**src/bscm_pkg.sv**
```systemverilog
// bscm_pkg: shared types and constants for the battery safety constraint merge block
// holds the configuration struct, the queued item struct and the register index codes
// no dependencies
package bscm_pkg;

    // stale status limit in ms
    localparam logic [31:0] TIMEOUT_MS = 32'd1500;

    // stream widths, padded to whole bytes
    localparam int unsigned IN_TDATA_W  = 120;
    localparam int unsigned OUT_TDATA_W = 72;

    // filter state after reset, 100 kW scaled by 256
    localparam logic [23:0] FILTER_RESET = 24'd256000;
    // ceil(2^29 / 5) for the divide by five
    localparam logic [26:0] DIV5_RECIP   = 27'd107374183;

    // configuration register indexes
    localparam logic [1:0] REG_RATED_POWER  = 2'd0;
    localparam logic [1:0] REG_OVL_THRESH   = 2'd1;
    localparam logic [1:0] REG_OVL_HYST     = 2'd2;
    localparam logic [1:0] REG_EXTREME      = 2'd3;

    // configuration register set
    typedef struct packed {
        logic [15:0] rated_power;
        logic [10:0] ovl_thresh;
        logic [9:0]  overload_hysteresis;
        logic [11:0] extreme_ratio;
    } t_cfg;

    // one classified item between front and back
    typedef struct packed {
        logic        chg_allow;
        logic        dis_allow;
        logic [15:0] max_charge_request;
        logic [15:0] max_discharge_request;
        logic [31:0] now_time_ms;
        logic        stale;
        logic        over_thresh;
        logic        over_extreme;
        logic        release_ok;
        logic [16:0] overload_cap;
    } t_item;

endpackage

```
**src/bscm_front.sv**
```systemverilog
// bscm_front: configuration registers and per-beat classification
// computes staleness, load ratio tests and the overload cap; uses bscm_pkg
module bscm_front (
    input  logic                               i_clk,
    input  logic                               i_rst_n,
    input  logic                               i_cfg_valid,
    input  logic [1:0]                         i_cfg_index,
    input  logic [15:0]                        i_cfg_data,
    input  logic [bscm_pkg::IN_TDATA_W-1:0]    i_tdata,
    output bscm_pkg::t_item                    o_item
);
    import bscm_pkg::*;

    t_cfg        r_cfg;
    logic [15:0] max_charge_request;
    logic [15:0] max_discharge_request;
    logic [31:0] status_stamp_ms;
    logic [31:0] now_time_ms;
    logic [15:0] load_power;
    logic [31:0] age;
    logic [27:0] scaled_load;
    logic [27:0] thr_level;
    logic [27:0] ext_level;
    logic [27:0] rel_level;
    logic [27:0] cap_diff;
    logic [10:0] rel_ratio;

    // configuration registers
    always_ff @(posedge i_clk) begin
        if (!i_rst_n) begin
            r_cfg.rated_power         <= 16'd2250;
            r_cfg.ovl_thresh          <= 11'd973;
            r_cfg.overload_hysteresis <= 10'd20;
            r_cfg.extreme_ratio       <= 12'd1126;
        end else if (i_cfg_valid) begin
            unique case (i_cfg_index)
                REG_RATED_POWER: r_cfg.rated_power         <= i_cfg_data;
                REG_OVL_THRESH:  r_cfg.ovl_thresh          <= i_cfg_data[10:0];
                REG_OVL_HYST:    r_cfg.overload_hysteresis <= i_cfg_data[9:0];
                REG_EXTREME:     r_cfg.extreme_ratio       <= i_cfg_data[11:0];
                default:         r_cfg <= r_cfg;
            endcase
        end
    end

    // unpack the input beat
    assign max_charge_request    = i_tdata[17:2];
    assign max_discharge_request = i_tdata[33:18];
    assign status_stamp_ms       = i_tdata[65:34];
    assign now_time_ms           = i_tdata[97:66];
    assign load_power            = i_tdata[113:98];

    // status age, negative counts as fresh
    assign age = now_time_ms - status_stamp_ms;

    // load ratio tests by cross multiplication
    assign scaled_load = {2'b00, load_power, 10'b0};
    assign thr_level   = 28'(r_cfg.ovl_thresh) * 28'(r_cfg.rated_power);
    assign ext_level   = 28'(r_cfg.extreme_ratio) * 28'(r_cfg.rated_power);
    assign rel_ratio   = r_cfg.ovl_thresh - {1'b0, r_cfg.overload_hysteresis};
    assign rel_level   = 28'(rel_ratio) * 28'(r_cfg.rated_power);
    assign cap_diff    = thr_level - scaled_load;

    // classified item
    always_comb begin
        o_item.chg_allow             = i_tdata[0];
        o_item.dis_allow             = i_tdata[1];
        o_item.max_charge_request    = max_charge_request;
        o_item.max_discharge_request = max_discharge_request;
        o_item.now_time_ms           = now_time_ms;
        o_item.stale                 = !age[31] && (age > TIMEOUT_MS);
        o_item.over_thresh           = scaled_load > thr_level;
        o_item.over_extreme          = scaled_load > ext_level;
        o_item.release_ok            = (r_cfg.ovl_thresh > {1'b0, r_cfg.overload_hysteresis})
                                       && (scaled_load < rel_level);
        o_item.overload_cap          = (thr_level > scaled_load) ? cap_diff[26:10] : 17'd0;
    end

endmodule

```
**config.mk**
```make
export PLATFORM = sky130hd
export DESIGN_NAME = bscm_front
export DESIGN_NICKNAME = d
export VERILOG_FILES = /design/src/bscm_pkg.sv /design/src/bscm_front.sv
export SDC_FILE = /design/constraint.sdc
export NUM_CORES = 2
export LEC_CHECK = 0
export BUFFER_PORTS_ARGS = -buffer_cell sky130_fd_sc_hd__buf_2
export CORE_MARGIN = 5
export CORE_UTILIZATION = 60
export DETAILED_ROUTE_END_ITERATION = 10
export PLACE_DENSITY_LB_ADDON = 0.2
export SETUP_SLACK_MARGIN = 0.02
export SLEW_MARGIN = 30
export SYNTH_ARGS = -nofsm -noshare
export SYNTH_HDL_FRONTEND = slang
export SYNTH_SLANG_ARGS = --single-unit
```
**constraint.sdc**
```tcl
create_clock -name i_clk -period 27 [get_ports i_clk]
set_clock_uncertainty 0.05 [all_clocks]
set_input_delay 5.4 -clock i_clk [delete_from_list [all_inputs] [get_ports i_clk]]
set_output_delay 5.4 -clock i_clk [all_outputs]
set_load 0.05 [all_outputs]
```
## After elaboration in Yosys (flattened, before gate mapping)

Index checks and enable logic that the tools add are counted.

| storage, ports and cells | value |
|---|---|
| input bits | 141 |
| latch bits | 0 |
| output and inout bits | 87 |
| memory bits (writable) | 0 |
| register bits after elaboration | 49 |
| memory bits (read-only) | 0 |
| word-level logic and storage cells | 28 |
| memories kept | 0 |

| cells by class | value |
|---|---|
| reduce and logical (&&, ||, !) cells | 8 |
| add/sub/neg operators | 3 |
| eq/ne operators | 3 |
| bitwise gates (word level) | 0 |
| shift-type cells | 0 |
| magnitude comparators | 6 |
| div/mod/pow operators | 0 |
| muxes and demuxes | 1 |
| multipliers | 3 |

Operators with widths:

| kind | count |
|---|---|
| $mul A11 B16 Y27 | 2 |
| $gt A32 B11 Y1 const B | 1 |
| $sub A32 B32 Y32 | 1 |
| $gt A26 B28 Y1 | 1 |
| $mul A12 B16 Y28 | 1 |
| $gt A26 B27 Y1 | 1 |
| $gt A27 B26 Y1 | 1 |
| $lt A26 B27 Y1 | 1 |
| $sub A27 B26 Y27 | 1 |
| $mux W17 | 1 |
| $gt A11 B10 Y1 | 1 |
| $sub A11 B10 Y11 | 1 |
| $reduce_and A2 Y1 | 4 |
| $eq A2 B2 Y1 const B | 2 |
| $eq A2 B1 Y1 const B | 1 |
| $logic_and A1 B1 Y1 | 2 |
| $logic_not A2 Y1 | 1 |
| $logic_not A1 Y1 | 1 |

## Depth between registers and ports, before layout

| depth | value |
|---|---|
| depth in word-level cells | 4 |
| gate-level depth with buffers | 41 |
| depth with buffers taken out | 41 |

## Worst setup path after synthesis

No wires, ideal clock.

| timing path | value |
|---|---|
| path kind | register -> output |
| start point | register r_cfg[22] (netlist bit) |
| end point | output o_item[17] (netlist bit) |
| cell stages (with the launch flop) | 39 |
| required time | 21550 ps |
| path slack | 12461 ps |
| buffers on the path | 1 |
| arrival time | 9089 ps |
| cell sequence | dfxtp_1 > inv_1 > ha_1 > inv_1 > fa_1 > nand2_1 > nand2_1 > a21oi_1 > nor2_1 > o31a_1 > o21ai_0 > nand2b_1 > xnor2_1 > clkbuf_1 > and2_1 > fa_1 > fa_1 > fa_1 > (+3 left out) > inv_1 > ha_1 > a21oi_1 > nor2_1 > a21oi_1 > o31ai_1 > a211oi_1 > o21ai_0 > a2111oi_0 > a311oi_1 > ha_1 > nand3_1 > a211oi_1 > nand4_1 > a31oi_1 > a221oi_1 > nand2_1 > a211oi_1 |

RTL lines:

| what | line | source |
|---|---|---|
| start, declared | bscm_front.sv:14 | `t_cfg r_cfg;` |
| start signal, assigned | bscm_front.sv:41 | `default: r_cfg <= r_cfg;` |
| end, declared | bscm_front.sv:10 | `output bscm_pkg::t_item o_item` |

==> results.ini <==
[route]
viasPerCell=5.682
drt-pass1-iter-count=7
drc=0
wl_um=58970
ant_nets=0
wire_per_inst_um=17.27
first_iter_violations=1557
num_vias=19400

[global_routing]
grt_usage_pct=27.61
antenna_found_initial=0
grt_max_degree=50
grt_pass1_wl_um=100400
grt_pass1_vias=20340
grt_overflow=0

[worst_setup_path]
path_buf_inv=5
endpoint_kind=output pin
r2r_slack_ns=25.52
r2r_cells=3
cp.required_ns=21.55
cp_max_fo=17
crit_cells=36
worst_path_max_delay_cell=nor2_2
critPathMaxStageDelay_ns=0.62
crit_top_cell=fa_1
critPathTopFamily=adder cells
r2r-start=r_cfg[43]$_SDFFE_PN0P_
worstReg2RegEnd=r_cfg[43]$_SDFFE_PN0P_
worstSetupPathType=reg -> out
cp-start-kind=flip-flop
worstPathArrival_ns=10.64

[timing]
slew-limit-headroom_pct=30.45
period_needed_ns=16.09
setup_tns_ns=0
hold_viol_final=0
hold_ws_ns=0.4209
final.setup.worst_slack_ns=10.91
fmax_mhz=62.14
post-route-period-util_pct=59.60
setup_viol=0
final-max-slew-violation-count=0
rsz0062_at_grt=no
worst_slew_pin_slew_ns=1.038

[clocking]
h-tree-depth=2
cts.path.max_buffers=2
cts_tree=done
postCtsHoldBufs=0
numCtsBuffers=5
cts_resized=0
post_cts_buffers=0
insertion_delay_ns=0.29
clock_sinks=49
cts.clk_slew.worst_paths_ns=0.06
clockRootBuffer=clkbuf_16

[yosys]
yosysMostFrequentCell=inv_1
syn_area_um2=23430
synth_top_cells_by_area=fa_1, ha_1, inv_1
synth_top_area_cell=fa_1
syn-num-nets=3733
synth_commonest_cells=inv_1, nand2_1, fa_1
async_reset_ff_share_pct=0
synthCells=2914
synth.avg_cell_area_um2=8.042
synth_top_area_share_pct=33.57
synth-edff-count=0
synth_warnings=0
synth_seq_cells=49
ys_seq_area_share_pct=4.186
ys_types=77
synth_ff_type=dfxtp_1

[layout]
largestRegisters=r_cfg x49
fillCellCount=3394
top_register=r_cfg
nets=3714
largest_register_ffs=49
antenna_cells=0
syn_to_final_growth_pct=3.390
regArea_um2=985.9
multi_input_area_um2=19560
drive_above_1_share_pct=7.113

[worst_hold_path]
worstHoldStart=r_cfg[18]$_SDFFE_PN0P_
min_to=r_cfg[18]$_SDFFE_PN0P_
hold_class=reg -> reg
hold_path_depth=2

[power]
cellPowerDensity_nw_per_um2=86.03
vdd_ir_drop_max_uv=125.8
p_leak_nw=12.45
finalPower_mw=2.084

[floorplanning]
start_util_pct=60.64
die-height_um=207.6
die_area_um2=43110
die_x_um=207.6
rows=72
io-pin-count=228
fp.coreArea_um2=38650

[placement]
portBuffers=153
dp_worst_setup_slack_ns=11.31
gp_congestion=0.8877
hpwl_um=46400

[flow_run]
max_cap_violations=0

[outcome]
outcome=finished, final reports clean

## report_power, final
group,switching (mW),internal (mW)
combinational,1.11,0.813
sequential,0.0137,0.0753
clock,0.0258,0.0463
## layer usage
layer  global-route usage [%]  routed length (um)  vias to the layer above
li1                         -                   -                     9013
met1                    37.80               25470                     9577
met2                    46.80               27540                      701
met3                    2.675                3832                      106
met4                    8.562                2122                        0
met5                        0                   0                        -
## cells by family (layout without fill, tap and decap cells)
group	count (synthesis)	after routing	share of synthesized area [%]
simple gates	998	998	20.14
flops	49	49	4.186
compound gates	372	372	10.61
xor+xnor	92	92	3.438
mux	5	5	0.2136
buf+inv	720	702	12.62
fa+ha+maj	678	678	48.79
## final cells by class
class | instances | area share (%)
Multi-Input combinational cell | 2145 | 80.74
Inverter | 524 | 8.118
Sequential cell | 49 | 4.069
Timing Repair Buffer | 170 | 3.687
Tap cell | 518 | 2.675
Clock buffer | 7 | 0.5887
Clock inverter | 1 | 0.1239
## worst max path at each step
stage	endpoint	from	slack, ns
floorplan	o_item[17]	r_cfg[22]$_SDFFE_PN1P_	12.46
global placement	o_item[17]	r_cfg[22]$_SDFFE_PN1P_	11.36
detailed placement	o_item[17]	r_cfg[22]$_SDFFE_PN1P_	11.31
CTS	o_item[17]	r_cfg[22]$_SDFFE_PN1P_	10.94
global route	o_item[17]	r_cfg[23]$_SDFFE_PN0P_	10.06
finish	o_item[17]	r_cfg[22]$_SDFFE_PN1P_	10.91
## through the flow
stage	utilization [%]	cells	instance area (um^2)
floorplan	-	2914	23440
global placement	62.15	3406	24020
detailed placement	62.16	3406	24020
CTS	62.61	3414	24200
global route	62.69	3414	24230
finish	62.69	3414	24230
## tightest hold or removal path: cells and delay by family (launching register included)
family	cells	cell delay (ns)
AND/OR/NAND/NOR	1	0.05
flip-flops	1	0.31
AO/OA/AOI/OAI	1	0.07
## cells in the final DEF (no fill, tap or decap), types with 6 or more instances in the layout
cell	count
inv_1	524
nand2_1	506
fa_1	393
ha_1	285
and2_1	190
buf_2	153
a21oi_1	103
nor2_1	85
o21ai_0	67
xnor2_1	54
dfxtp_1	45
nand3_1	43
a21o_1	41
nor2b_1	37
a21boi_0	34
xor2_1	34
nor3_1	33
nand2b_1	32
nand4_1	17
buf_4	17
a31oi_1	15
o21bai_1	13
o211ai_1	11
and3_1	11
o21a_1	10
o22ai_1	10
nor4_1	8
a211oi_1	7
o31ai_1	6
nand4b_1	6
Power figures use the tool's default switching activity.
