**src/bscm_pkg.sv**
```systemverilog
// bscm_pkg: shared types and constants for the battery safety constraint merge block
// holds the configuration struct, the queued item struct and the register index codes
// no dependencies
package bscm_pkg;

    // stale status limit in ms
    localparam logic [31:0] TIMEOUT_MS = 32'd1500;

    // stream widths, padded to whole bytes
    localparam int unsigned IN_TDATA_W  = 120;
    localparam int unsigned OUT_TDATA_W = 72;

    // filter state after reset, 100 kW scaled by 256
    localparam logic [23:0] FILTER_RESET = 24'd256000;
    // ceil(2^29 / 5) for the divide by five
    localparam logic [26:0] DIV5_RECIP   = 27'd107374183;

    // configuration register indexes
    localparam logic [1:0] REG_RATED_POWER  = 2'd0;
    localparam logic [1:0] REG_OVL_THRESH   = 2'd1;
    localparam logic [1:0] REG_OVL_HYST     = 2'd2;
    localparam logic [1:0] REG_EXTREME      = 2'd3;

    // configuration register set
    typedef struct packed {
        logic [15:0] rated_power;
        logic [10:0] ovl_thresh;
        logic [9:0]  overload_hysteresis;
        logic [11:0] extreme_ratio;
    } t_cfg;

    // one classified item between front and back
    typedef struct packed {
        logic        chg_allow;
        logic        dis_allow;
        logic [15:0] max_charge_request;
        logic [15:0] max_discharge_request;
        logic [31:0] now_time_ms;
        logic        stale;
        logic        over_thresh;
        logic        over_extreme;
        logic        release_ok;
        logic [16:0] overload_cap;
    } t_item;

endpackage

```
**src/bscm_queue.sv**
```systemverilog
// bscm_queue: two-entry queue of classified items between front and back
// uses bscm_pkg for the item type
module bscm_queue (
    input  logic            i_clk,
    input  logic            i_rst_n,
    input  logic            i_push,
    input  bscm_pkg::t_item i_item,
    input  logic            i_pop,
    output logic            o_full,
    output logic            o_empty,
    output bscm_pkg::t_item o_item
);
    import bscm_pkg::*;

    t_item       r_mem [2];
    logic        r_wr_ptr;
    logic        r_rd_ptr;
    logic [1:0]  r_count;

    assign o_full  = (r_count == 2'd2);
    assign o_empty = (r_count == 2'd0);
    assign o_item  = r_mem[r_rd_ptr];

    // storage
    always_ff @(posedge i_clk) begin
        if (i_push) begin
            r_mem[r_wr_ptr] <= i_item;
        end
    end

    // pointers and fill count
    always_ff @(posedge i_clk) begin
        if (!i_rst_n) begin
            r_wr_ptr <= 1'b0;
            r_rd_ptr <= 1'b0;
            r_count  <= 2'd0;
        end else begin
            if (i_push) begin
                r_wr_ptr <= !r_wr_ptr;
            end
            if (i_pop) begin
                r_rd_ptr <= !r_rd_ptr;
            end
            r_count <= r_count + 2'(i_push) - 2'(i_pop);
        end
    end

endmodule

```
**config.mk**
```make
export PLATFORM = sky130hd
export DESIGN_NAME = bscm_queue
export DESIGN_NICKNAME = d
export VERILOG_FILES = /design/src/bscm_pkg.sv /design/src/bscm_queue.sv
export SDC_FILE = /design/constraint.sdc
export NUM_CORES = 1
export LEC_CHECK = 0
export ABC_AREA = 1
export CAP_MARGIN = 20
export CORE_AREA = 2 2 126 140
export DETAILED_ROUTE_END_ITERATION = 16
export DIE_AREA = 0 0 128 142
export DONT_BUFFER_PORTS = 1
export PLACE_DENSITY = 0.6
export SYNTH_ARGS = -nofsm -noshare
export SYNTH_HDL_FRONTEND = slang
export SYNTH_SLANG_ARGS = --single-unit
```
**constraint.sdc**
```tcl
create_clock -name i_clk -period 10.3 [get_ports i_clk]
set_input_delay 1.545 -clock i_clk [delete_from_list [all_inputs] [get_ports i_clk]]
set_output_delay 1.545 -clock i_clk [all_outputs]
set_load 0.05 [all_outputs]
```
# Yosys cells after proc, flatten, opt, wreduce, memory -nomap -nowiden
# Memory sizes are Yosys's and may differ from the RTL's. A register that Yosys moved wholly into a read port is not among the register bits.
# Cells that the tools add are included.
# totals
ram_bits	174
memories	1
ff_bits	4
word_cells	14
output_inout_bits	89
# op_classes
eq_ne	1
add_sub_neg	2
muxes	4
reduce_logical	3
# mem_list
name	depth	word_bits	read_ports	rd_ports_with_merged_regs	write_ports	line	source
r_mem	2	87	1	1	1	bscm_queue.sv:15	t_item r_mem [2];
# op_table
operator	count
two-way mux 1 bit	4
adder 2 x 1 -> 2 bit	1
== test 2 bit (second input constant)	1
zero test 1 bit	2
zero test 2 bit	1
subtractor 2 x 1 -> 2 bit	1

# Depth between registers and ports, before layout
# Gate-level depths: netlist of run 1.
# logic_depth
word_depth	3
mapped_depth	7
ltp_nobuf	7

# Worst setup path after synthesis of run 1
# OpenSTA, ideal clock, no wires.
# synth_path
kind	input-to-reg
startpoint	input i_push
endpoint	memory r_mem[0][0] in the netlist's numbering (enable)
arrival_time_ns	5.229
t_required_ns	9.765
setup_time_ns	0.535
n_path_buf	0
slack_ns	4.536
cell_stages	2
cell_sequence	inv_1 -> nor2_1
# synth_via
elab_chain_len	2
# synth_rtl
element	line	source
start, declared	bscm_queue.sv:6	input logic i_push,
two-way mux 1 bit	bscm_queue.sv:26	if (i_push) begin
two-way mux 1 bit (implied by the code)	bscm_queue.sv:27	r_mem[r_wr_ptr] <= i_item;
end, declared	bscm_queue.sv:15	
# Every way passes these cells.

==> results of run 1 <==
==> per-layer routing <==
layer / vias to the layer above / part of all wire / routed length (um)
li1: 1203 / - / -
met1: 1309 / 0.38 / 4149
met2: 121 / 0.49 / 5354
met3: 14 / 0.11 / 1216
met4: 0 / 0.019 / 204
met5: - / 0 / 0
==> worst register-to-register path: stages (launching register included) <==
cell,delay [ns]
dfxtp_1,0.39
nand2_1,0.13
inv_4,0.37
buf_4,0.69
==> power groups by stage <==
stage               logic [W]  clock network [W]  registers, W
CTS                  0.000205           0.000628      0.000860
detailed placement   0.000205                  0      0.000876
global route         0.000210           0.000654      0.000863
floorplan            0.000193                  0      0.000868
finish               0.000202           0.000605      0.000860
global placement     0.000201                  0      0.000876
==> cell type report <==
class / instances / area (um2)
flip-flops and latches: 179 / 5329
clock buffers: 21 / 440.4
well taps: 208 / 260.3
inverters: 7 / 28.78
repair buffers: 4 / 50.05
clock inverters: 11 / 112.6
multi-input cells: 108 / 1199
fillers: 1454 / 9346
==> worst paths after layout <==
kind / end / depth (start not counted) / start
min reg2reg: r_rd_ptr / 2 / r_rd_ptr
max reg2reg: r_mem[1][16] / 3 / r_wr_ptr
max: o_item[25] / 2 / flip-flop
min: r_rd_ptr / 2 / r_rd_ptr
==> stage by stage <==
step / instance area (um2) / power [W] / utilization
CTS: 7420 / 0.001694 / 0.4425
global placement: 6839 / 0.001077 / 0.4079
finish: 7420 / 0.001667 / 0.4425
detailed placement: 6867 / 0.001081 / 0.4096
global route: 7420 / 0.001728 / 0.4425
floorplan: 6624 / 0.001062 / -
==> state kept, by name, summed over array words and instances (netlist names), named ones only <==
register / cells
r_mem: 174
r_count: 2
r_rd_ptr: 1
r_wr_ptr: 1
==> cells by family after synthesis <==
kind of cell / Yosys count / share of synthesized area
multiplexers: 87 / 0.1649
buffers and inverters: 17 / 0.01624
AO/OA/AOI/OAI: 1 / 0.0007548
AND/OR/NAND/NOR: 18 / 0.01039
flip-flops: 179 / 0.8039
adder cells (fa/ha/maj): 2 / 0.003777
==> cells in the final DEF, fill, tap and decap left out, drive strengths merged <==
| cell | count |
|---|---|
| buf | 4 |
| nand3 | 1 |
| nand2 | 8 |
| mux2 | 87 |
| ha | 2 |
| clkinv | 8 |
| edfxtp | 174 |
| clkinvlp | 1 |
| a21oi | 1 |
| dfxtp | 5 |
| inv | 7 |
| clkbuf | 21 |
| nor2 | 9 |
| bufinv | 2 |
==> impl_results.html, run 1 <==
<table>
<tr><th>Metric</th><th>Value</th></tr>
<tr><th colspan="2">Pwr</th></tr>
<tr><td>Comb power frac</td><td>0.121</td></tr>
<tr><td>PD cells</td><td>224.7 nW/um2</td></tr>
<tr><td>Switching part of the total power</td><td>0.2543</td></tr>
<tr><td>Worst vdd ir</td><td>about 0.00010 V</td></tr>
<tr><td>Net switching component of the power</td><td>0.0004240 W</td></tr>
<tr><td>Fraction of power consumed by sequential logic</td><td>0.516</td></tr>
<tr><td>Reported leakage power</td><td>2.499 nW</td></tr>
<tr><td>Cell-internal power</td><td>approximately 0.0012 W</td></tr>
<tr><td>Relative contribution of the clock network to total power</td><td>0.363</td></tr>
<tr><th colspan="2">STA</th></tr>
<tr><td>Share of the clock period used by the worst path after layout</td><td>0.3828</td></tr>
<tr><td>Slew at the pin closest to its max-slew limit</td><td>between 0.9 and 1 ns</td></tr>
<tr><td>Worst Hold Margin</td><td>0.5191 ns</td></tr>
<tr><td>Hold Fails Final Rpt</td><td>0</td></tr>
<tr><td>Smallest setup slack after layout</td><td>6.357 ns</td></tr>
<tr><td>Fmax</td><td>253.6 MHz</td></tr>
<tr><td>Setup TNS after final layout</td><td>0 ns</td></tr>
<tr><td>Max-slew headroom at the worst pin</td><td>0.3749</td></tr>
<tr><td>Final count of negative-setup-slack endpoints</td><td>0</td></tr>
<tr><td>Pins Over Slew Limit</td><td>0</td></tr>
<tr><td>Clock Skew</td><td>0.006208 ns</td></tr>
<tr><td>RSZ-0062 raised after global routing</td><td>no</td></tr>
<tr><td>Shortest clock period the worst path allows after layout</td><td>3.943 ns</td></tr>
<tr><th colspan="2">CTS</th></tr>
<tr><td>Clock latency reported for the late side of the worst-skew pair</td><td>0.41 ns</td></tr>
<tr><td>Bufs on Longest Clock Path</td><td>2</td></tr>
<tr><td># Post-CTS Setup Buffers</td><td>0</td></tr>
<tr><td>CTS tree</td><td>yes</td></tr>
<tr><td>Clock tree root driver cell</td><td>clkbuf_16</td></tr>
<tr><td>Clock edge transition at the registers on the reported setup and hold paths</td><td>0.06 ns</td></tr>
<tr><td>Hold Buf Count CTS</td><td>0</td></tr>
<tr><td>Sink Count</td><td>roughly 180</td></tr>
<tr><td>Inserted Clock Buffers</td><td>17</td></tr>
<tr><td>Post-cts gate resize count</td><td>0</td></tr>
<tr><td>Number of H-tree levels</td><td>4</td></tr>
<tr><th colspan="2">Yosys</th></tr>
<tr><td>Syn_nets</td><td>a little under 400</td></tr>
<tr><td>Most instantiated library cell after synthesis</td><td>edfxtp_1</td></tr>
<tr><td>Main flop type after synthesis</td><td>edfxtp_1</td></tr>
<tr><td>Mean instance size in the synthesized netlist</td><td>21.79 um2</td></tr>
<tr><td>Area share of the largest cell type after synthesis</td><td>0.7888</td></tr>
<tr><td>Yosys cell types</td><td>12</td></tr>
<tr><td>Total number of yosys warnings</td><td>0</td></tr>
<tr><td>Synth top cells by count</td><td>edfxtp_1, mux2_2, mux2_4, nor2_1, nand2_1</td></tr>
<tr><td>Proportion of synthesized chip area in sequential cells</td><td>0.8039</td></tr>
<tr><td>Synth area leaders</td><td>edfxtp_1, mux2_2, mux2_4, dfxtp_1, buf_6</td></tr>
<tr><td>FFs w/ async S/R, synth</td><td>0</td></tr>
<tr><td>Flip-flop and latch count after synthesis</td><td>179</td></tr>
<tr><td>Synthesized instance count</td><td>304</td></tr>
<tr><td>Post-Syn Area</td><td>6624 um2</td></tr>
<tr><td>Number of synthesized flops with an enable pin</td><td>174</td></tr>
<tr><td>Biggest area consumer among synthesized cells</td><td>edfxtp_1</td></tr>
<tr><th colspan="2">Routing</th></tr>
<tr><td>Pre-antenna DRT Iters</td><td>4</td></tr>
<tr><td>Number of nets with antenna violations after routing</td><td>0</td></tr>
<tr><td>Routed wire length per instance</td><td>20.30 um</td></tr>
<tr><td>Routed wire length</td><td>roughly 11 mm</td></tr>
<tr><td>Iter 0 DRT Violations</td><td>140</td></tr>
<tr><td>Number of vias after detailed routing</td><td>2647</td></tr>
<tr><td>Detailed-route vias per instance</td><td>4.920</td></tr>
<tr><td>Remaining DRCs</td><td>0</td></tr>
<tr><th colspan="2">Global routing</th></tr>
<tr><td>GR met1 Demand/Resource</td><td>0.1332</td></tr>
<tr><td>Global-route met2 utilization</td><td>0.1889</td></tr>
<tr><td>Global-route usage over all layers</td><td>0.1219</td></tr>
<tr><td>Number of global-route vias before repair</td><td>2927</td></tr>
<tr><td>Top Usage Layer GRT</td><td>met2</td></tr>
<tr><td>Antenna violations before repair</td><td>0</td></tr>
<tr><td>First-pass GRT wire length</td><td>around 16 mm</td></tr>
<tr><td>Global route total overflow</td><td>0</td></tr>
<tr><td>Met3 Track Usage GR</td><td>0.06579</td></tr>
<tr><td>Pin count of the biggest net entering global routing</td><td>59</td></tr>
<tr><th colspan="2">Floorplan</th></tr>
<tr><td>Floorplan die height</td><td>142 um</td></tr>
<tr><td>Row Count</td><td>50</td></tr>
<tr><td>Number of top-level design ports</td><td>180</td></tr>
<tr><td>Core Region</td><td>between 15000 and 20000 um2</td></tr>
<tr><td>Horizontal extent of the die</td><td>around 130 um</td></tr>
<tr><td>DIE AREA</td><td>approximately 18000 um2</td></tr>
<tr><td>Starting utilization of the core area</td><td>0.3951</td></tr>
<tr><th colspan="2">Worst setup path</th></tr>
<tr><td>Highest cell delay on the worst timing path</td><td>0.84 ns</td></tr>
<tr><td>Critical path launch point type</td><td>flip-flop</td></tr>
<tr><td>Crit path kind</td><td>flip-flop to output port</td></tr>
<tr><td>Highest-delay cell along the critical path</td><td>dfxtp_4</td></tr>
<tr><td>Worst EP required</td><td>8.76 ns</td></tr>
<tr><td>Critical path buffer and inverter count</td><td>1</td></tr>
<tr><td>Crit Path Max Fanout</td><td>47</td></tr>
<tr><td>Sequence of cells on the critical path</td><td>buf_4, mux2_2</td></tr>
<tr><td>Cell class contributing the biggest share of worst-path delay</td><td>flip-flops</td></tr>
<tr><td>Type of element capturing the critical path</td><td>output port</td></tr>
<tr><td>Reg2reg setup slack</td><td>8.32 ns</td></tr>
<tr><td>Critical path arrival</td><td>2.40 ns</td></tr>
<tr><th colspan="2">Outcome</th></tr>
<tr><td>Run status</td><td>finished, final reports clean</td></tr>
<tr><th colspan="2">Placement</th></tr>
<tr><td>Post-placement cell count</td><td>506</td></tr>
<tr><td>Final HPWL from detailed placement</td><td>slightly below 7 mm</td></tr>
<tr><td>Post-place setup slack</td><td>6.701 ns</td></tr>
<tr><td>Global placer's final weighted congestion</td><td>0.7163</td></tr>
<tr><td>Number of buffers added on ports</td><td>0</td></tr>
<tr><th colspan="2">Layout</th></tr>
<tr><td>Ant diodes</td><td>0</td></tr>
<tr><td>Non-filler cells in the finished layout</td><td>538</td></tr>
<tr><td>Fraction of final layout cells sized beyond drive strength 1</td><td>0.3545</td></tr>
<tr><td>Area added between synthesis and finish</td><td>12.01%</td></tr>
<tr><td>Net count of the finished layout</td><td>410</td></tr>
<tr><th colspan="2">Worst hold path</th></tr>
<tr><td>Hold Path Class</td><td>flip-flop to flip-flop</td></tr>
<tr><th colspan="2">Job</th></tr>
<tr><td>Max-capacitance violation count</td><td>0</td></tr>
</table>
Note: power is estimated with default switching activity, not from simulation.
==> inputs of run 2 (changes only) <==
- PLACE_DENSITY: 0.6 -> 0.62
- clock period: 10.3 -> 3.42 ns (I/O delays scaled with it)
==> impl_results.html, run 2 (synthesis gave the netlist of run 1 again) <==
<table>
<tr><th>Metric</th><th>Value</th></tr>
<tr><th colspan="2">Global routing</th></tr>
<tr><td>Pin count of the biggest net entering global routing</td><td>49</td></tr>
<tr><td>Antenna violations before repair</td><td>0</td></tr>
<tr><td>Global route total overflow</td><td>0</td></tr>
<tr><td>Global-route usage over all layers</td><td>0.1224</td></tr>
<tr><td>Number of global-route vias before repair</td><td>2937</td></tr>
<tr><td>First-pass GRT wire length</td><td>16.34 mm</td></tr>
<tr><th colspan="2">Worst setup path</th></tr>
<tr><td>Crit Path Max Fanout</td><td>43</td></tr>
<tr><td>Critical path arrival</td><td>just under 2 ns</td></tr>
<tr><td>Worst EP required</td><td>2.91 ns</td></tr>
<tr><td>Worst r2r dst</td><td>r_mem[1][76]</td></tr>
<tr><td>Critical path launch point type</td><td>flip-flop</td></tr>
<tr><td>Worst reg2reg path depth</td><td>3</td></tr>
<tr><td>Type of element capturing the critical path</td><td>output port</td></tr>
<tr><td>Startpoint of the worst-slack reg-to-reg timing path</td><td>r_wr_ptr</td></tr>
<tr><td>Reg2reg setup slack</td><td>between 1.5 and 2 ns</td></tr>
<tr><td>Crit path kind</td><td>flip-flop to output port</td></tr>
<tr><th colspan="2">STA</th></tr>
<tr><td>Fmax</td><td>between 400 and 500 MHz</td></tr>
<tr><td>Clock Skew</td><td>0.006023 ns</td></tr>
<tr><td>Shortest clock period the worst path allows after layout</td><td>2.444 ns</td></tr>
<tr><td>Hold Fails Final Rpt</td><td>0</td></tr>
<tr><td>Max-slew headroom at the worst pin</td><td>0.3948</td></tr>
<tr><td>Final count of negative-setup-slack endpoints</td><td>0</td></tr>
<tr><td>RSZ-0062 raised after global routing</td><td>no</td></tr>
<tr><td>Pins Over Slew Limit</td><td>0</td></tr>
<tr><td>Share of the clock period used by the worst path after layout</td><td>0.7146</td></tr>
<tr><td>Setup TNS after final layout</td><td>0 ns</td></tr>
<tr><td>Slew at the pin closest to its max-slew limit</td><td>between 0.9 and 1 ns</td></tr>
<tr><th colspan="2">Layout</th></tr>
<tr><td>Area added between synthesis and finish</td><td>12.15%</td></tr>
<tr><td>Register ranked first by flip-flop count</td><td>r_mem</td></tr>
<tr><td>Highest-count cells in the layout ignoring fill and taps</td><td>edfxtp_1, mux2_2, mux2_4</td></tr>
<tr><td>Fraction of final layout cells sized beyond drive strength 1</td><td>0.3716</td></tr>
<tr><td>Ant diodes</td><td>0</td></tr>
<tr><td>Util after Layout</td><td>0.4431</td></tr>
<tr><td>Most common library cell in the layout ignoring fill and taps</td><td>edfxtp_1</td></tr>
<tr><td>Area taken by flip-flops and latches</td><td>between 5000 and 6000 um2</td></tr>
<tr><td>Area occupied by multi-input gates</td><td>1199 um2</td></tr>
<tr><td>Net count of the finished layout</td><td>411</td></tr>
<tr><td>Leading registers by flop count</td><td>r_mem x174, r_count x2</td></tr>
<tr><td>Fill count</td><td>around 1500</td></tr>
<tr><td>Largest register FFs</td><td>approximately 170</td></tr>
<tr><th colspan="2">CTS</th></tr>
<tr><td>Bufs on Longest Clock Path</td><td>2</td></tr>
<tr><td>Hold Buf Count CTS</td><td>0</td></tr>
<tr><td>Clock latency reported for the late side of the worst-skew pair</td><td>0.41 ns</td></tr>
<tr><td># Post-CTS Setup Buffers</td><td>0</td></tr>
<tr><td>Clock edge transition at the registers on the reported setup and hold paths</td><td>0.06 ns</td></tr>
<tr><td>Number of H-tree levels</td><td>4</td></tr>
<tr><td>Inserted Clock Buffers</td><td>17</td></tr>
<tr><td>Clock tree root driver cell</td><td>clkbuf_16</td></tr>
<tr><td>CTS tree</td><td>yes</td></tr>
<tr><td>Post-cts gate resize count</td><td>0</td></tr>
<tr><td>Sink Count</td><td>between 150 and 200</td></tr>
<tr><th colspan="2">Routing</th></tr>
<tr><td>Iter 0 DRT Violations</td><td>about 120</td></tr>
<tr><td>Met3 routed WL</td><td>between 1 and 1.5 mm</td></tr>
<tr><td>Remaining DRCs</td><td>0</td></tr>
<tr><td>Number of nets with antenna violations after routing</td><td>0</td></tr>
<tr><td>WL met2</td><td>between 5 and 6 mm</td></tr>
<tr><td>Number of vias after detailed routing</td><td>2663</td></tr>
<tr><td>Routed wire length</td><td>11.08 mm</td></tr>
<tr><td>Pre-antenna DRT Iters</td><td>4</td></tr>
<tr><td>Routed wire length per instance</td><td>20.55 um</td></tr>
<tr><td>Routed metal-1 wirelength</td><td>approximately 4 mm</td></tr>
<tr><td>Highest Signal Layer</td><td>met4</td></tr>
<tr><td>Detailed-route vias per instance</td><td>4.941</td></tr>
<tr><th colspan="2">Worst hold path</th></tr>
<tr><td>Start point of the worst min-delay path</td><td>i_rst_n</td></tr>
<tr><td>Worst hold path stage count</td><td>2</td></tr>
<tr><td>Hold Path Class</td><td>input port to flip-flop</td></tr>
<tr><td>End point of the most critical hold path</td><td>r_count[0]</td></tr>
<tr><th colspan="2">Floorplan</th></tr>
<tr><td>Number of top-level design ports</td><td>180</td></tr>
<tr><td>Floorplan die height</td><td>142 um</td></tr>
<tr><td>Row Count</td><td>50</td></tr>
<tr><td>DIE AREA</td><td>18180 um2</td></tr>
<tr><td>Core Region</td><td>roughly 17000 um2</td></tr>
<tr><td>Starting utilization of the core area</td><td>0.3951</td></tr>
<tr><td>Horizontal extent of the die</td><td>roughly 130 um</td></tr>
<tr><th colspan="2">Placement</th></tr>
<tr><td>Global placer's final weighted congestion</td><td>a little under 0.7</td></tr>
<tr><td>Number of buffers added on ports</td><td>0</td></tr>
<tr><td>Final HPWL from detailed placement</td><td>7.195 mm</td></tr>
<tr><th colspan="2">Pwr</th></tr>
<tr><td>Reported leakage power</td><td>2.512 nW</td></tr>
<tr><td>PD cells</td><td>670.7 nW/um2</td></tr>
<tr><td>Worst vdd ir</td><td>between 0.0003 and 0.0004 V</td></tr>
<tr><th colspan="2">Outcome</th></tr>
<tr><td>Run status</td><td>finished, final reports clean</td></tr>
<tr><th colspan="2">Job</th></tr>
<tr><td>Max-capacitance violation count</td><td>0</td></tr>
</table>
## run 2: cell count changes in the layout (fill, tap and decap cells not counted), sizes merged
| cell | delta |
|---|---|
| clkbuf | -3 |
| inv | +3 |
| buf | +1 |
| bufinv | -1 |
| clkinv | +1 |
## run 2: report_power, final
group	total, W	switching, W	leakage, nW	internal [W]
registers	0.00258	0.0000396	1.68	0.00254
clock network	0.00178	0.000785	0.267	0.000999
logic	0.000620	0.000481	0.569	0.000139
## run 2: final cells by class
| class | count | area share |
|---|---|---|
| Tap cell | 208 | 0.03503 |
| Multi-Input combinational cell | 108 | 0.1614 |
| Clock inverter | 14 | 0.01516 |
| Inverter | 7 | 0.003874 |
| Timing Repair Buffer | 5 | 0.009432 |
| Sequential cell | 179 | 0.7174 |
| Clock buffer | 18 | 0.05777 |
## run 2: worst max path at each step
stage | start | end | slack (ns) | cells after the start
after floorplan | i_push | r_mem[0][0] | 0.20 | 2
after global placement | flip-flop | o_item[45] | 1.37 | 2
after detailed placement | flip-flop | o_item[45] | 1.36 | 2
after CTS | flip-flop | o_item[45] | 0.89 | 2
after global routing | flip-flop | o_item[47] | 0.85 | 2
final | flip-flop | o_item[36] | 0.98 | 2
## run 2: critical path, stage by stage (launching register included)
cell,delay (ns)
dfxtp_4,0.64
buf_12,0.32
mux2_2,0.51
## run 2: through the flow
step | total power [W] | hold WS, ns | cells | setup slack [ns] | area (um2)
2_1_floorplan | 0.003195 | 0.4635 | 304 | 0.1991 | 6626
3_3_place_gp | 0.003243 | 0.4779 | 506 | 1.366 | 6859
3_5_place_dp | 0.003257 | 0.5142 | 507 | 1.357 | 6887
4_1_cts | 0.005053 | 0.1652 | 539 | 0.8936 | 7428
5_1_grt | 0.005161 | 0.1590 | 539 | 0.8458 | 7428
6_report | 0.004982 | 0.1913 | 539 | 0.9762 | 7428
## run 2: per-layer routing
metal	track usage	up-vias
met5	0	-
met4	0.03991	0
met3	0.07368	7
met2	0.2088	112
met1	0.1246	1339
li1	-	1205
==> inputs of run 3 (changes only) <==
- PLACE_DENSITY: 0.62 -> 0.6
- clock period: 3.42 -> 2.3 ns (I/O delays scaled with it)
==> impl_results.html, run 3 (synthesis gave the netlist of run 1 again) <==
<table>
<tr><th>Metric</th><th>Value</th></tr>
<tr><th colspan="2">CTS</th></tr>
<tr><td>Sink Count</td><td>179</td></tr>
<tr><td># Post-CTS Setup Buffers</td><td>0</td></tr>
<tr><td>Clock latency reported for the late side of the worst-skew pair</td><td>0.41 ns</td></tr>
<tr><td>Bufs on Longest Clock Path</td><td>2</td></tr>
<tr><td>Clock tree root driver cell</td><td>clkbuf_16</td></tr>
<tr><td>Inserted Clock Buffers</td><td>17</td></tr>
<tr><td>Clock edge transition at the registers on the reported setup and hold paths</td><td>0.06 ns</td></tr>
<tr><td>CTS tree</td><td>yes</td></tr>
<tr><td>Number of H-tree levels</td><td>4</td></tr>
<tr><th colspan="2">STA</th></tr>
<tr><td>RSZ-0062 raised after global routing</td><td>no</td></tr>
<tr><td>Slew at the pin closest to its max-slew limit</td><td>0.6190 ns</td></tr>
<tr><td>Setup TNS after final layout</td><td>0 ns</td></tr>
<tr><td>Max-slew headroom at the worst pin</td><td>0.5874</td></tr>
<tr><td>Hold Fails Final Rpt</td><td>0</td></tr>
<tr><td>Worst Hold Margin</td><td>0.04110 ns</td></tr>
<tr><td>Fmax</td><td>510.5 MHz</td></tr>
<tr><td>Clock Skew</td><td>0.005911 ns</td></tr>
<tr><td>Shortest clock period the worst path allows after layout</td><td>1.959 ns</td></tr>
<tr><td>Final count of negative-setup-slack endpoints</td><td>0</td></tr>
<tr><td>Smallest setup slack after layout</td><td>0.3412 ns</td></tr>
<tr><td>Pins Over Slew Limit</td><td>0</td></tr>
<tr><td>Share of the clock period used by the worst path after layout</td><td>0.8517</td></tr>
<tr><th colspan="2">Routing</th></tr>
<tr><td>Routed wire length</td><td>11.74 mm</td></tr>
<tr><td>Remaining DRCs</td><td>0</td></tr>
<tr><td>Pre-antenna DRT Iters</td><td>4</td></tr>
<tr><td>Met3 routed WL</td><td>905 um</td></tr>
<tr><td>Detailed-route vias per instance</td><td>4.871</td></tr>
<tr><td>Routed metal-1 wirelength</td><td>4.496 mm</td></tr>
<tr><td>Routed wire length per instance</td><td>between 15 and 20 um</td></tr>
<tr><td>Number of nets with antenna violations after routing</td><td>0</td></tr>
<tr><td>WL met2</td><td>around 6.0 mm</td></tr>
<tr><td>Number of vias after detailed routing</td><td>3098</td></tr>
<tr><td>Highest Signal Layer</td><td>met4</td></tr>
<tr><td>Iter 0 DRT Violations</td><td>about 200</td></tr>
<tr><th colspan="2">Layout</th></tr>
<tr><td>Area added between synthesis and finish</td><td>26.67%</td></tr>
<tr><td>Net count of the finished layout</td><td>509</td></tr>
<tr><td>Leading registers by flop count</td><td>r_mem x174, r_count x2</td></tr>
<tr><td>Highest-count cells in the layout ignoring fill and taps</td><td>edfxtp_1, dlygate4sd3_1, mux2_2</td></tr>
<tr><td>Cell area after layout</td><td>8391 um2</td></tr>
<tr><td>Ant diodes</td><td>0</td></tr>
<tr><td>Register ranked first by flip-flop count</td><td>r_mem</td></tr>
<tr><td>Largest register FFs</td><td>174</td></tr>
<tr><td>Fraction of final layout cells sized beyond drive strength 1</td><td>0.2827</td></tr>
<tr><td>Fill count</td><td>approximately 1400</td></tr>
<tr><td>Most common library cell in the layout ignoring fill and taps</td><td>edfxtp_1</td></tr>
<tr><th colspan="2">Worst setup path</th></tr>
<tr><td>Sequence of cells on the critical path</td><td>buf_12, mux2_2</td></tr>
<tr><td>Critical path launch point type</td><td>flip-flop</td></tr>
<tr><td>Highest-delay cell along the critical path</td><td>mux2_2</td></tr>
<tr><td>Crit Path Max Fanout</td><td>46</td></tr>
<tr><td>Reg2reg setup slack</td><td>between 0.8 and 0.9 ns</td></tr>
<tr><td>Highest cell delay on the worst timing path</td><td>just over 0.5 ns</td></tr>
<tr><td>Worst reg2reg path depth</td><td>3</td></tr>
<tr><td>Worst EP required</td><td>1.96 ns</td></tr>
<tr><td>Worst r2r dst</td><td>r_mem[1][6]</td></tr>
<tr><td>Critical path arrival</td><td>1.61 ns</td></tr>
<tr><td>Crit path kind</td><td>flip-flop to output port</td></tr>
<tr><td>Startpoint of the worst-slack reg-to-reg timing path</td><td>r_wr_ptr</td></tr>
<tr><td>Type of element capturing the critical path</td><td>output port</td></tr>
<tr><th colspan="2">Global routing</th></tr>
<tr><td>Global-route usage over all layers</td><td>0.1317</td></tr>
<tr><td>Number of global-route vias before repair</td><td>3463</td></tr>
<tr><td>Pin count of the biggest net entering global routing</td><td>48</td></tr>
<tr><td>First-pass GRT wire length</td><td>17.64 mm</td></tr>
<tr><td>Antenna violations before repair</td><td>0</td></tr>
<tr><td>Global route total overflow</td><td>0</td></tr>
<tr><th colspan="2">Worst hold path</th></tr>
<tr><td>Start point of the worst min-delay path</td><td>i_rst_n</td></tr>
<tr><td>End point of the most critical hold path</td><td>r_count[0]</td></tr>
<tr><td>Worst hold path stage count</td><td>2</td></tr>
<tr><td>Hold Path Class</td><td>input port to flip-flop</td></tr>
<tr><th colspan="2">Floorplan</th></tr>
<tr><td>Number of top-level design ports</td><td>180</td></tr>
<tr><td>DIE AREA</td><td>18180 um2</td></tr>
<tr><td>Floorplan die height</td><td>about 140 um</td></tr>
<tr><td>Horizontal extent of the die</td><td>128 um</td></tr>
<tr><td>Core Region</td><td>16770 um2</td></tr>
<tr><td>Starting utilization of the core area</td><td>0.3951</td></tr>
<tr><td>Row Count</td><td>50</td></tr>
<tr><th colspan="2">Outcome</th></tr>
<tr><td>Run status</td><td>finished, final reports clean</td></tr>
<tr><th colspan="2">Pwr</th></tr>
<tr><td>PD cells</td><td>894.9 nW/um2</td></tr>
<tr><td>Relative contribution of the clock network to total power</td><td>0.344</td></tr>
<tr><td>Switching part of the total power</td><td>0.2592</td></tr>
<tr><td>Cell-internal power</td><td>roughly 0.0056 W</td></tr>
<tr><td>Worst vdd ir</td><td>0.0004286 V</td></tr>
<tr><td>Fraction of power consumed by sequential logic</td><td>0.509</td></tr>
<tr><td>Comb power frac</td><td>0.147</td></tr>
<tr><td>Net switching component of the power</td><td>0.001946 W</td></tr>
<tr><td>Reported leakage power</td><td>2.903 nW</td></tr>
<tr><th colspan="2">Placement</th></tr>
<tr><td>Post-place setup slack</td><td>0.7691 ns</td></tr>
<tr><td>Number of buffers added on ports</td><td>0</td></tr>
<tr><td>Global placer's final weighted congestion</td><td>0.7529</td></tr>
<tr><td>Final HPWL from detailed placement</td><td>7.041 mm</td></tr>
<tr><td>Placed standard-cell area</td><td>6915 um2</td></tr>
<tr><th colspan="2">Job</th></tr>
<tr><td>Max-capacitance violation count</td><td>0</td></tr>
</table>
[run 3: final cells by class]
type / count / area [um2] / area share
clock buffer: 18 / 429.2 / 0.05115
multi-input combinational: 108 / 1199 / 0.1429
tap: 208 / 260.3 / 0.03102
inverter: 7 / 30.03 / 0.003579
clock inverter: 13 / 95.09 / 0.01133
sequential: 179 / 5329 / 0.6351
timing repair buffer: 103 / 1049 / 0.1250
[run 3: how the worst max path moves through the flow]
stage               from           to  slack, ns  cells past startpoint
2_1_floorplan     i_push  r_mem[1][0]       0.19                      2
6_report       flip-flop    o_item[5]       0.34                      2
3_3_place_gp   flip-flop    o_item[5]       0.78                      2
4_1_cts        flip-flop   o_item[86]       0.31                      2
5_1_grt        flip-flop    o_item[5]       0.27                      2
3_5_place_dp   flip-flop    o_item[3]       0.77                      2
[run 3: what timing repair did]
action	in CTS	in global routing
setup endpoints to repair	0	0
resized for setup	0	0
hold buffers	81	14
hold endpoints to repair	144	25
[run 3: per-stage QoR]
step | util | total power [W] | std cells
4_1_cts | 0.4921 | 0.007576 | 622
3_5_place_dp | 0.4125 | 0.004858 | 510
6_report | 0.5004 | 0.007508 | 636
5_1_grt | 0.5004 | 0.007783 | 636
3_3_place_gp | 0.4125 | 0.004845 | 510
2_1_floorplan | - | 0.004747 | 304
[run 3: layer usage]
metal,track usage,up-vias
met1,0.1358,1540
met4,0.07287,0
met5,0,-
met2,0.2218,130
met3,0.06128,25
li1,-,1403
[run 3: power by group through the flow]
stage                     clock, W  sequential (W)  combinational, W
after global placement           0         0.00388          0.000960
after floorplan                  0         0.00388          0.000869
after global routing       0.00279         0.00383           0.00116
after detailed placement         0         0.00389          0.000965
final                      0.00258         0.00382           0.00111
after CTS                  0.00266         0.00382           0.00110
[run 3: critical path, delay by kind of cell, from the launching register on]
kind                   cells  cell delay, ns
DFF                        1            0.37
muxes                      1            0.51
buffers and inverters      1            0.29
